**src/rtl/tmav_pkg.sv**
```systemverilog
`timescale 1ns / 1ps

package tmav_pkg;

    // Fixed field geometry
    localparam int SAMPLE_W = 16;
    localparam int AXES     = 3;
    localparam int AXIS_W   = 2;

    // Axis codes
    localparam logic [AXIS_W-1:0] AXIS_X = 2'd0;
    localparam logic [AXIS_W-1:0] AXIS_Y = 2'd1;
    localparam logic [AXIS_W-1:0] AXIS_Z = 2'd2;

    // Front-end sequencer states
    typedef enum logic [0:0] {
        F_IDLE,
        F_CALC
    } front_state_t;

    // Divider sequencer states
    typedef enum logic [1:0] {
        B_IDLE,
        B_LOAD,
        B_STEP,
        B_DONE
    } back_state_t;

endpackage

```
**src/rtl/tmav_front.sv**
```systemverilog
`timescale 1ns / 1ps

module tmav_front
    import tmav_pkg::*;
#(
    parameter int WINDOW = 8,
    parameter int SUM_W  = 19,
    parameter int CNT_W  = 4,
    parameter int IDX_W  = 3
)
(
    input  logic                         clk,
    input  logic                         rst_n,
    input  logic                         in_valid,
    output logic                         in_ready,
    input  logic signed [SAMPLE_W-1:0]   sample_x,
    input  logic signed [SAMPLE_W-1:0]   sample_y,
    input  logic signed [SAMPLE_W-1:0]   sample_z,
    output logic                         push_valid,
    input  logic                         push_ready,
    output logic [3*SUM_W+CNT_W-1:0]     push_data
);

    localparam int ENTRY_W = AXES * SAMPLE_W;

    // Sample history, circular; the slot at wr_ptr holds the oldest sample once full
    logic [ENTRY_W-1:0] win_mem [WINDOW];

    front_state_t              state_reg, state_next;
    logic [IDX_W-1:0]          wr_ptr_reg, wr_ptr_next;
    logic [CNT_W-1:0]          count_reg, count_next;
    logic signed [SUM_W-1:0]   sum_x_reg, sum_y_reg, sum_z_reg;
    logic signed [SUM_W-1:0]   sum_x_next, sum_y_next, sum_z_next;
    logic [ENTRY_W-1:0]        samp_reg;
    logic [ENTRY_W-1:0]        old_reg;
    logic                      full;
    logic                      commit;
    logic signed [SUM_W-1:0]   old_x, old_y, old_z;

    assign full = (count_reg == CNT_W'(WINDOW));

    // Drop the oldest sample from the sums only once the window is full
    assign old_x = full ? SUM_W'($signed(old_reg[3*SAMPLE_W-1:2*SAMPLE_W])) : '0;
    assign old_y = full ? SUM_W'($signed(old_reg[2*SAMPLE_W-1:SAMPLE_W]))   : '0;
    assign old_z = full ? SUM_W'($signed(old_reg[SAMPLE_W-1:0]))            : '0;

    // Sequencer: accept, then update sums and hand off to the queue
    always_comb
    begin
        state_next  = state_reg;
        wr_ptr_next = wr_ptr_reg;
        count_next  = count_reg;
        sum_x_next  = sum_x_reg;
        sum_y_next  = sum_y_reg;
        sum_z_next  = sum_z_reg;
        in_ready    = 1'b0;
        push_valid  = 1'b0;
        commit      = 1'b0;
        unique case (state_reg)
            F_IDLE:
            begin
                in_ready = 1'b1;
                if (in_valid)
                begin
                    state_next = F_CALC;
                end
            end
            F_CALC:
            begin
                push_valid = 1'b1;
                if (push_ready)
                begin
                    commit     = 1'b1;
                    state_next = F_IDLE;
                    sum_x_next = sum_x_reg
                               + SUM_W'($signed(samp_reg[3*SAMPLE_W-1:2*SAMPLE_W])) - old_x;
                    sum_y_next = sum_y_reg
                               + SUM_W'($signed(samp_reg[2*SAMPLE_W-1:SAMPLE_W])) - old_y;
                    sum_z_next = sum_z_reg
                               + SUM_W'($signed(samp_reg[SAMPLE_W-1:0])) - old_z;
                    if (!full)
                    begin
                        count_next = count_reg + CNT_W'(1);
                    end
                    if (wr_ptr_reg == IDX_W'(WINDOW - 1))
                    begin
                        wr_ptr_next = '0;
                    end
                    else
                    begin
                        wr_ptr_next = wr_ptr_reg + IDX_W'(1);
                    end
                end
            end
            default:
            begin
                state_next = F_IDLE;
            end
        endcase
    end

    // Queue entry carries the updated sums and the divisor
    always_comb
    begin
        push_data = {SUM_W'(sum_x_reg + SUM_W'($signed(samp_reg[3*SAMPLE_W-1:2*SAMPLE_W]))
                            - old_x),
                     SUM_W'(sum_y_reg + SUM_W'($signed(samp_reg[2*SAMPLE_W-1:SAMPLE_W]))
                            - old_y),
                     SUM_W'(sum_z_reg + SUM_W'($signed(samp_reg[SAMPLE_W-1:0])) - old_z),
                     full ? count_reg : CNT_W'(count_reg + CNT_W'(1))};
    end

    // Control state
    always_ff @(posedge clk or negedge rst_n)
    begin
        if (!rst_n)
        begin
            state_reg  <= F_IDLE;
            wr_ptr_reg <= '0;
            count_reg  <= '0;
            sum_x_reg  <= '0;
            sum_y_reg  <= '0;
            sum_z_reg  <= '0;
        end
        else
        begin
            state_reg  <= state_next;
            wr_ptr_reg <= wr_ptr_next;
            count_reg  <= count_next;
            sum_x_reg  <= sum_x_next;
            sum_y_reg  <= sum_y_next;
            sum_z_reg  <= sum_z_next;
        end
    end

    // Capture the transaction and read the oldest slot
    always_ff @(posedge clk)
    begin
        if (in_ready && in_valid)
        begin
            samp_reg <= {sample_x, sample_y, sample_z};
            old_reg  <= win_mem[wr_ptr_reg];
        end
    end

    // Store the new sample over the oldest slot
    always_ff @(posedge clk)
    begin
        if (commit)
        begin
            win_mem[wr_ptr_reg] <= samp_reg;
        end
    end

endmodule

```
**src/rtl/tmav_queue.sv**
```systemverilog
`timescale 1ns / 1ps

module tmav_queue
    import tmav_pkg::*;
#(
    parameter int DATA_W = 61
)
(
    input  logic              clk,
    input  logic              rst_n,
    input  logic              push_valid,
    output logic              push_ready,
    input  logic [DATA_W-1:0] push_data,
    output logic              pop_valid,
    input  logic              pop_ready,
    output logic [DATA_W-1:0] pop_data
);

    // Two-entry queue between front and divider
    logic [DATA_W-1:0] slot_reg [2];
    logic              wr_ptr_reg;
    logic              rd_ptr_reg;
    logic [1:0]        level_reg;
    logic              do_push;
    logic              do_pop;

    assign push_ready = (level_reg != 2'd2);
    assign pop_valid  = (level_reg != 2'd0);
    assign pop_data   = slot_reg[rd_ptr_reg];
    assign do_push    = push_valid && push_ready;
    assign do_pop     = pop_valid && pop_ready;

    // Advance pointers and level
    always_ff @(posedge clk or negedge rst_n)
    begin
        if (!rst_n)
        begin
            wr_ptr_reg <= 1'b0;
            rd_ptr_reg <= 1'b0;
            level_reg  <= 2'd0;
        end
        else
        begin
            if (do_push)
            begin
                wr_ptr_reg <= ~wr_ptr_reg;
            end
            if (do_pop)
            begin
                rd_ptr_reg <= ~rd_ptr_reg;
            end
            if (do_push && !do_pop)
            begin
                level_reg <= level_reg + 2'd1;
            end
            else if (do_pop && !do_push)
            begin
                level_reg <= level_reg - 2'd1;
            end
        end
    end

    // Hold entry payload
    always_ff @(posedge clk)
    begin
        if (do_push)
        begin
            slot_reg[wr_ptr_reg] <= push_data;
        end
    end

endmodule

```
**src/rtl/tmav_divider.sv**
```systemverilog
`timescale 1ns / 1ps

module tmav_divider
    import tmav_pkg::*;
#(
    parameter int SUM_W = 19,
    parameter int CNT_W = 4
)
(
    input  logic                        clk,
    input  logic                        rst_n,
    input  logic                        pop_valid,
    output logic                        pop_ready,
    input  logic [3*SUM_W+CNT_W-1:0]    pop_data,
    output logic                        out_valid,
    input  logic                        out_ready,
    output logic signed [SAMPLE_W-1:0]  avg_x,
    output logic signed [SAMPLE_W-1:0]  avg_y,
    output logic signed [SAMPLE_W-1:0]  avg_z
);

    localparam int STEP_W = $clog2(SUM_W);

    back_state_t                state_reg, state_next;
    logic [3*SUM_W+CNT_W-1:0]   job_reg;
    logic [AXIS_W-1:0]          axis_reg, axis_next;
    logic [STEP_W-1:0]          step_reg, step_next;
    logic [SUM_W-1:0]           dq_reg, dq_next;
    logic [CNT_W-1:0]           rem_reg, rem_next;
    logic                       neg_reg, neg_next;
    logic [SAMPLE_W-1:0]        res_reg [AXES];
    logic                       out_valid_reg;
    logic [SAMPLE_W-1:0]        avg_x_reg, avg_y_reg, avg_z_reg;
    logic                       load_job;
    logic                       store_res;
    logic                       load_out;
    logic [SUM_W-1:0]           sel_sum;
    logic [CNT_W-1:0]           divisor;
    logic [CNT_W:0]             rem_sh;
    logic                       ge;
    logic [SUM_W-1:0]           quot;
    logic [SAMPLE_W-1:0]        res_val;

    assign divisor = job_reg[CNT_W-1:0];

    // Pick the sum for the current axis
    always_comb
    begin
        case (axis_reg)
            AXIS_X:  sel_sum = job_reg[3*SUM_W+CNT_W-1:2*SUM_W+CNT_W];
            AXIS_Y:  sel_sum = job_reg[2*SUM_W+CNT_W-1:SUM_W+CNT_W];
            default: sel_sum = job_reg[SUM_W+CNT_W-1:CNT_W];
        endcase
    end

    // One restoring-division step on magnitudes
    assign rem_sh  = {rem_reg, dq_reg[SUM_W-1]};
    assign ge      = (rem_sh >= {1'b0, divisor});
    assign quot    = {dq_reg[SUM_W-2:0], ge};
    assign res_val = neg_reg ? SAMPLE_W'(-quot) : SAMPLE_W'(quot);

    // Sequencer: load axis, iterate SUM_W steps, repeat per axis, then present
    always_comb
    begin
        state_next = state_reg;
        axis_next  = axis_reg;
        step_next  = step_reg;
        dq_next    = dq_reg;
        rem_next   = rem_reg;
        neg_next   = neg_reg;
        pop_ready  = 1'b0;
        load_job   = 1'b0;
        store_res  = 1'b0;
        load_out   = 1'b0;
        unique case (state_reg)
            B_IDLE:
            begin
                pop_ready = 1'b1;
                if (pop_valid)
                begin
                    load_job   = 1'b1;
                    axis_next  = AXIS_X;
                    state_next = B_LOAD;
                end
            end
            B_LOAD:
            begin
                neg_next   = sel_sum[SUM_W-1];
                dq_next    = sel_sum[SUM_W-1] ? SUM_W'(-sel_sum) : sel_sum;
                rem_next   = '0;
                step_next  = '0;
                state_next = B_STEP;
            end
            B_STEP:
            begin
                dq_next   = quot;
                rem_next  = ge ? CNT_W'(rem_sh - {1'b0, divisor}) : CNT_W'(rem_sh);
                step_next = step_reg + STEP_W'(1);
                if (step_reg == STEP_W'(SUM_W - 1))
                begin
                    store_res = 1'b1;
                    if (axis_reg == AXIS_Z)
                    begin
                        state_next = B_DONE;
                    end
                    else
                    begin
                        axis_next  = axis_reg + AXIS_W'(1);
                        state_next = B_LOAD;
                    end
                end
            end
            B_DONE:
            begin
                if (!out_valid_reg || out_ready)
                begin
                    load_out   = 1'b1;
                    state_next = B_IDLE;
                end
            end
            default:
            begin
                state_next = B_IDLE;
            end
        endcase
    end

    // Control state
    always_ff @(posedge clk or negedge rst_n)
    begin
        if (!rst_n)
        begin
            state_reg     <= B_IDLE;
            axis_reg      <= AXIS_X;
            step_reg      <= '0;
            out_valid_reg <= 1'b0;
        end
        else
        begin
            state_reg <= state_next;
            axis_reg  <= axis_next;
            step_reg  <= step_next;
            if (load_out)
            begin
                out_valid_reg <= 1'b1;
            end
            else if (out_ready)
            begin
                out_valid_reg <= 1'b0;
            end
        end
    end

    // Datapath registers
    always_ff @(posedge clk)
    begin
        dq_reg  <= dq_next;
        rem_reg <= rem_next;
        neg_reg <= neg_next;
        if (load_job)
        begin
            job_reg <= pop_data;
        end
        if (store_res)
        begin
            res_reg[axis_reg] <= res_val;
        end
        if (load_out)
        begin
            avg_x_reg <= res_reg[AXIS_X];
            avg_y_reg <= res_reg[AXIS_Y];
            avg_z_reg <= res_reg[AXIS_Z];
        end
    end

    assign out_valid = out_valid_reg;
    assign avg_x     = avg_x_reg;
    assign avg_y     = avg_y_reg;
    assign avg_z     = avg_z_reg;

endmodule

```
**src/rtl/three_axis_moving_average_unit.sv**
```systemverilog
`timescale 1ns / 1ps

// Three-axis moving average with warm-up.
// Input channel: in_valid/in_ready with sample_x, sample_y, sample_z (signed 16 bit).
// Output channel: out_valid/out_ready with avg_x, avg_y, avg_z, the truncated mean of
// the last WINDOW samples per axis (of all samples so far while the window fills).
// The front accepts a transaction, reads the oldest sample from the history RAM and
// updates running sums; a two-entry queue passes sums and divisor on.
// The back divides each axis sum serially, one quotient bit per cycle, with
// SUM_W = 16 + clog2(WINDOW). It takes a new transaction only after it has
// presented the previous result; out_valid rises once the divider has gone
// through its load and step states for each axis and then its done state.
// Reset clears the fill count, sums and all handshake state; the history RAM is not
// cleared, since a slot is only read after it has been written.
// When the receiver stalls, the result holds in the output register, the divider
// finishes the next transaction and waits, the queue absorbs two more, and the front
// holds one further transaction with in_ready low until the queue frees a slot.
module three_axis_moving_average_unit
    import tmav_pkg::*;
#(
    parameter int WINDOW = 8
)
(
    input  logic                        clk,
    input  logic                        rst_n,
    input  logic                        in_valid,
    output logic                        in_ready,
    input  logic signed [SAMPLE_W-1:0]  sample_x,
    input  logic signed [SAMPLE_W-1:0]  sample_y,
    input  logic signed [SAMPLE_W-1:0]  sample_z,
    output logic                        out_valid,
    input  logic                        out_ready,
    output logic signed [SAMPLE_W-1:0]  avg_x,
    output logic signed [SAMPLE_W-1:0]  avg_y,
    output logic signed [SAMPLE_W-1:0]  avg_z
);

    localparam int SUM_W  = SAMPLE_W + $clog2(WINDOW);
    localparam int CNT_W  = $clog2(WINDOW + 1);
    localparam int IDX_W  = (WINDOW > 1) ? $clog2(WINDOW) : 1;
    localparam int JOB_W  = 3 * SUM_W + CNT_W;

    logic             push_valid;
    logic             push_ready;
    logic [JOB_W-1:0] push_data;
    logic             pop_valid;
    logic             pop_ready;
    logic [JOB_W-1:0] pop_data;

    // Accept samples and keep running sums
    tmav_front #(
        .WINDOW (WINDOW),
        .SUM_W  (SUM_W),
        .CNT_W  (CNT_W),
        .IDX_W  (IDX_W)
    ) u_front (
        .clk        (clk),
        .rst_n      (rst_n),
        .in_valid   (in_valid),
        .in_ready   (in_ready),
        .sample_x   (sample_x),
        .sample_y   (sample_y),
        .sample_z   (sample_z),
        .push_valid (push_valid),
        .push_ready (push_ready),
        .push_data  (push_data)
    );

    // Decouple front from divider
    tmav_queue #(
        .DATA_W (JOB_W)
    ) u_queue (
        .clk        (clk),
        .rst_n      (rst_n),
        .push_valid (push_valid),
        .push_ready (push_ready),
        .push_data  (push_data),
        .pop_valid  (pop_valid),
        .pop_ready  (pop_ready),
        .pop_data   (pop_data)
    );

    // Divide sums by the sample count
    tmav_divider #(
        .SUM_W (SUM_W),
        .CNT_W (CNT_W)
    ) u_divider (
        .clk       (clk),
        .rst_n     (rst_n),
        .pop_valid (pop_valid),
        .pop_ready (pop_ready),
        .pop_data  (pop_data),
        .out_valid (out_valid),
        .out_ready (out_ready),
        .avg_x     (avg_x),
        .avg_y     (avg_y),
        .avg_z     (avg_z)
    );

endmodule
```
**config.mk**
```make
export PLATFORM = sky130hd
export DESIGN_NAME = three_axis_moving_average_unit
export DESIGN_NICKNAME = d
export VERILOG_FILES = /design/src/rtl/tmav_pkg.sv /design/src/rtl/tmav_front.sv /design/src/rtl/tmav_queue.sv /design/src/rtl/tmav_divider.sv /design/src/rtl/three_axis_moving_average_unit.sv
export SDC_FILE = /design/constraint.sdc
export NUM_CORES = 1
export LEC_CHECK = 0
export ABC_AREA = 1
export BUFFER_PORTS_ARGS = -buffer_cell sky130_fd_sc_hd__buf_2
export CAP_MARGIN = 20
export CORE_UTILIZATION = 50
export DETAILED_ROUTE_END_ITERATION = 12
export PLACE_DENSITY = 0.66
export SYNTH_ARGS = -nofsm -noshare
export SYNTH_HDL_FRONTEND = slang
export SYNTH_HIERARCHICAL = 1
export SYNTH_SLANG_ARGS = --single-unit
```
**constraint.sdc**
```tcl
create_clock -name clk -period 14.2 [get_ports clk]
set_input_delay 1.42 -clock clk [delete_from_list [all_inputs] [get_ports clk]]
set_output_delay 1.42 -clock clk [all_outputs]
set_load 0.01 [all_outputs]
```
==> impl_metrics.env <==
export IMPL_largest_reg_flops=384
export IMPL_final_hold_viol_count=0
export IMPL_dp_cells=4130
export IMPL_insertion_delay_ps=640
export IMPL_grt_pass1_vias=22300
export IMPL_whs_path_depth=0
export IMPL_ys_types=46
export IMPL_grt_remaining_overflow=0
export IMPL_fmax_mhz=258
export IMPL_ir_worst_vdd_mv=0.118
export IMPL_portBuffers=101
export IMPL_clk_pin_slew_ps=60
export IMPL_drv_cap=0
export IMPL_synth_seq_cells=862
export IMPL_post_synth_mux_area_share_pct=0
export IMPL_clk_path_buf_depth=3
export IMPL_synth_top_cells_by_count="nand2_1, edfxtp_1, inv_1"
export IMPL_core_um2=73300
export IMPL_wire_per_inst_um=19.6
export IMPL_crit_type="register to register"
export IMPL_worstPathCellList="inv_1 -> ha_1 -> nand2_1 -> nor2_2 -> inv_2 -> nor2_1 -> ha_1 -> inv_1 -> ha_1 -> fa_1 -> nand3_1 -> nand3_1 -> nand2_1 -> nand2_1 -> a21oi_1 -> nand2_1 -> and2_1"
export IMPL_die_h_um=275
export IMPL_synth_area_leaders="edfxtp_1, nand2_1, dfrtp_1, inv_1, fa_1"
export IMPL_grt_pass1_wl_um=129000
export IMPL_final_cells=4294
export IMPL_cts_setup_buffers=0
export IMPL_dr_pass1_iters=9
export IMPL_synth_compound_area_share_pct=4.97
export IMPL_slew_limit_headroom_pct=34.5
export IMPL_die_w_um=275
export IMPL_dieArea_um2=75600
export IMPL_synth_top_area_share_pct=63.1
export IMPL_rows=99
export IMPL_slew_viol_final=0
export IMPL_r2r_start="u_front/count_reg[0]"
export IMPL_synth_xor_area_share_pct=1.06
export IMPL_cp_common_cell="nand2_1"
export IMPL_critPathCaptureType="register"
export IMPL_rsz0062_at_grt="false"
export IMPL_power_density_nw_per_um2=265
export IMPL_drt_wl_total_um=84000
export IMPL_initial_core_util_pct=50.8
export IMPL_synth_adder_area_share_pct=5.54
export IMPL_synth_main_ff_cell="edfxtp_1"
export IMPL_clock_skew_ps=43.8
export IMPL_ctsResizeCount=0
export IMPL_synth_avg_cell_area_um2=11.9
export IMPL_yosysSeqAreaShare_pct=68.4
export IMPL_p_leak_uw=0.0169
export IMPL_finalSetupTns_ps=0
export IMPL_multi_input_area_um2=9700
export IMPL_cts_hold_buf=0
export IMPL_syn_instance_count=3122
export IMPL_nFillCells=5939
export IMPL_antennaDiodeCount=0
export IMPL_status="complete, but fails checks"
export IMPL_fin_nets=3447
export IMPL_violations="DRC"
export IMPL_numClockSinks=862
export IMPL_max_slew_worst_pin_slew_ps=982
export IMPL_antenna_found_initial=1
export IMPL_gp_congestion=0.868
export IMPL_syn2layout_area_growth_pct=12.0
export IMPL_cts_buffers_inserted=87
export IMPL_htree_levels=3
export IMPL_crit_required_ps=14560
export IMPL_syn_nets=3306
export IMPL_yosysTopAreaCell="edfxtp_1"
export IMPL_drive_above_1_share_pct=9.36
export IMPL_r2r_slack_ps=10320
export IMPL_grt_start_max_net_pins=64
export IMPL_synthesis_area_um2=37200
export IMPL_hpwlAfterDp_um=54300
export IMPL_ant_nets=0
export IMPL_path_max_fanout=45
export IMPL_synth_top_family_by_area="simple AND/OR/NAND/NOR gates"
export IMPL_critPathMaxStageDelay_ps=630
export IMPL_critical_path_arrival_ps=4240
export IMPL_finalPower_uw=11100
export IMPL_setup_viol_count_final=0
export IMPL_yosys_warnings=6
export IMPL_finalCriticalPeriod_ps=3880
export IMPL_cp_slowest_cell="inv_2"
export IMPL_synth_simple_area_share_pct=14.2
export IMPL_yosysMostFrequentCell="nand2_1"
export IMPL_drc=10
export IMPL_min_from="u_divider/res_reg[0][13]"
export IMPL_reg2regPathDepth=17
export IMPL_hold_path_class="register to register"
export IMPL_vias_per_cell=5.25
export IMPL_cp_start_kind="register"
export IMPL_synth_edff_count=783
export IMPL_hold_end="u_divider/avg_x[13]"
export IMPL_async_flop_share_pct=9.16
export IMPL_cts_tree="done"
export IMPL_stdcell_area_um2=41700
export IMPL_pin_count=102
export IMPL_vias=22500
export IMPL_cts_root_buf="clkbuf_16"
export IMPL_drt_initial_drc_count=2013
export IMPL_grtUsageTotal_pct=22.6
export IMPL_placed_cell_area_um2=38800
export IMPL_finalCritPeriodShare_pct=27.3
export IMPL_regToRegEndpoint="u_queue/slot_reg[0][54]"
export IMPL_seq_area_um2=25500
## worst max-delay path: cells and delay by family, from the launching register on
family	cells	cell delay, ps
AOI/OAI and AO/OA	1	200
adders and majority gates	4	1250
buffers and inverters	3	760
DFF	1	380
and+or+nand+nor	9	1010
## how the worst max path moves through the flow
stage	depth (start not counted)	to	startpoint
after floorplan	2	u_front/old_reg[0]	in_valid
after global placement	17	u_queue/slot_reg[0][54]	u_front/count_reg[0]
after detailed placement	17	u_queue/slot_reg[0][54]	u_front/count_reg[0]
after CTS	17	u_queue/slot_reg[1][54]	u_front/count_reg[0]
after global routing	17	u_queue/slot_reg[0][54]	u_front/count_reg[0]
final	17	u_queue/slot_reg[0][54]	u_front/count_reg[0]
## power by group
part | switching, uW | internal (uW) | total (uW)
clock network | 944 | 1330 | 2270
logic | 3100 | 1360 | 4460
registers | 294 | 4030 | 4320
## stage by stage
stage / util, % / hold slack [ps] / setup WS (ps)
2_1_floorplan: - / 400 / 8140
3_3_place_gp: 52.9 / 401 / 10370
3_5_place_dp: 52.9 / 405 / 10290
4_1_cts: 56.8 / 418 / 10280
5_1_grt: 56.9 / 421 / 9950
6_report: 56.9 / 417 / 10320
## logic make-up (layout without fill, tap and decap cells)
logic type / Yosys count / count (layout)
and+or+nand+nor: 1272 / 1272
DFF: 862 / 862
buffers and inverters: 516 / 729
AOI/OAI and AO/OA: 295 / 295
adders and majority gates: 132 / 132
xor gates and xnor gates: 45 / 45
## layout by cell type, fill, tap and decap left out, types with 7 or more instances in the layout
master / count
edfxtp_1: 783
clkinvlp_4: 9
nand3b_1: 14
buf_2: 100
or2_2: 8
nand4_1: 40
buf_4: 34
nor2_1: 151
a21oi_1: 84
and2_1: 36
clkbuf_1: 9
bufinv_16: 10
nor2_4: 11
clkbuf_16: 87
inv_1: 422
fa_1: 55
ha_1: 77
inv_2: 8
nand2_1: 842
o21ai_0: 79
and3_1: 11
o21ai_1: 7
a221oi_1: 14
a22o_1: 24
nand3_1: 141
a22oi_1: 57
a211oi_1: 10
xor2_1: 41
clkinv_1: 24
clkinv_2: 9
dfrtp_1: 78
## layer usage
layer | track usage (%) | routed length (um) | vias up
met3 | 2.85 | 4640 | 118
met1 | 30.1 | 36200 | 10900
li1 | - | - | 10800
met2 | 38.7 | 41300 | 677
met5 | 0 | 0 | -
met4 | 6.67 | 1900 | 0
## final cells by class
cell class	count	share of cell area, %
Inverter	431	3.89
Clock buffer	99	5.40
Multi-Input combinational cell	1744	23.3
Sequential cell	862	61.1
Timing Repair Buffer	137	1.99
Tap cell	959	2.88
Clock inverter	62	1.50
(Power assumes the default switching activity.)
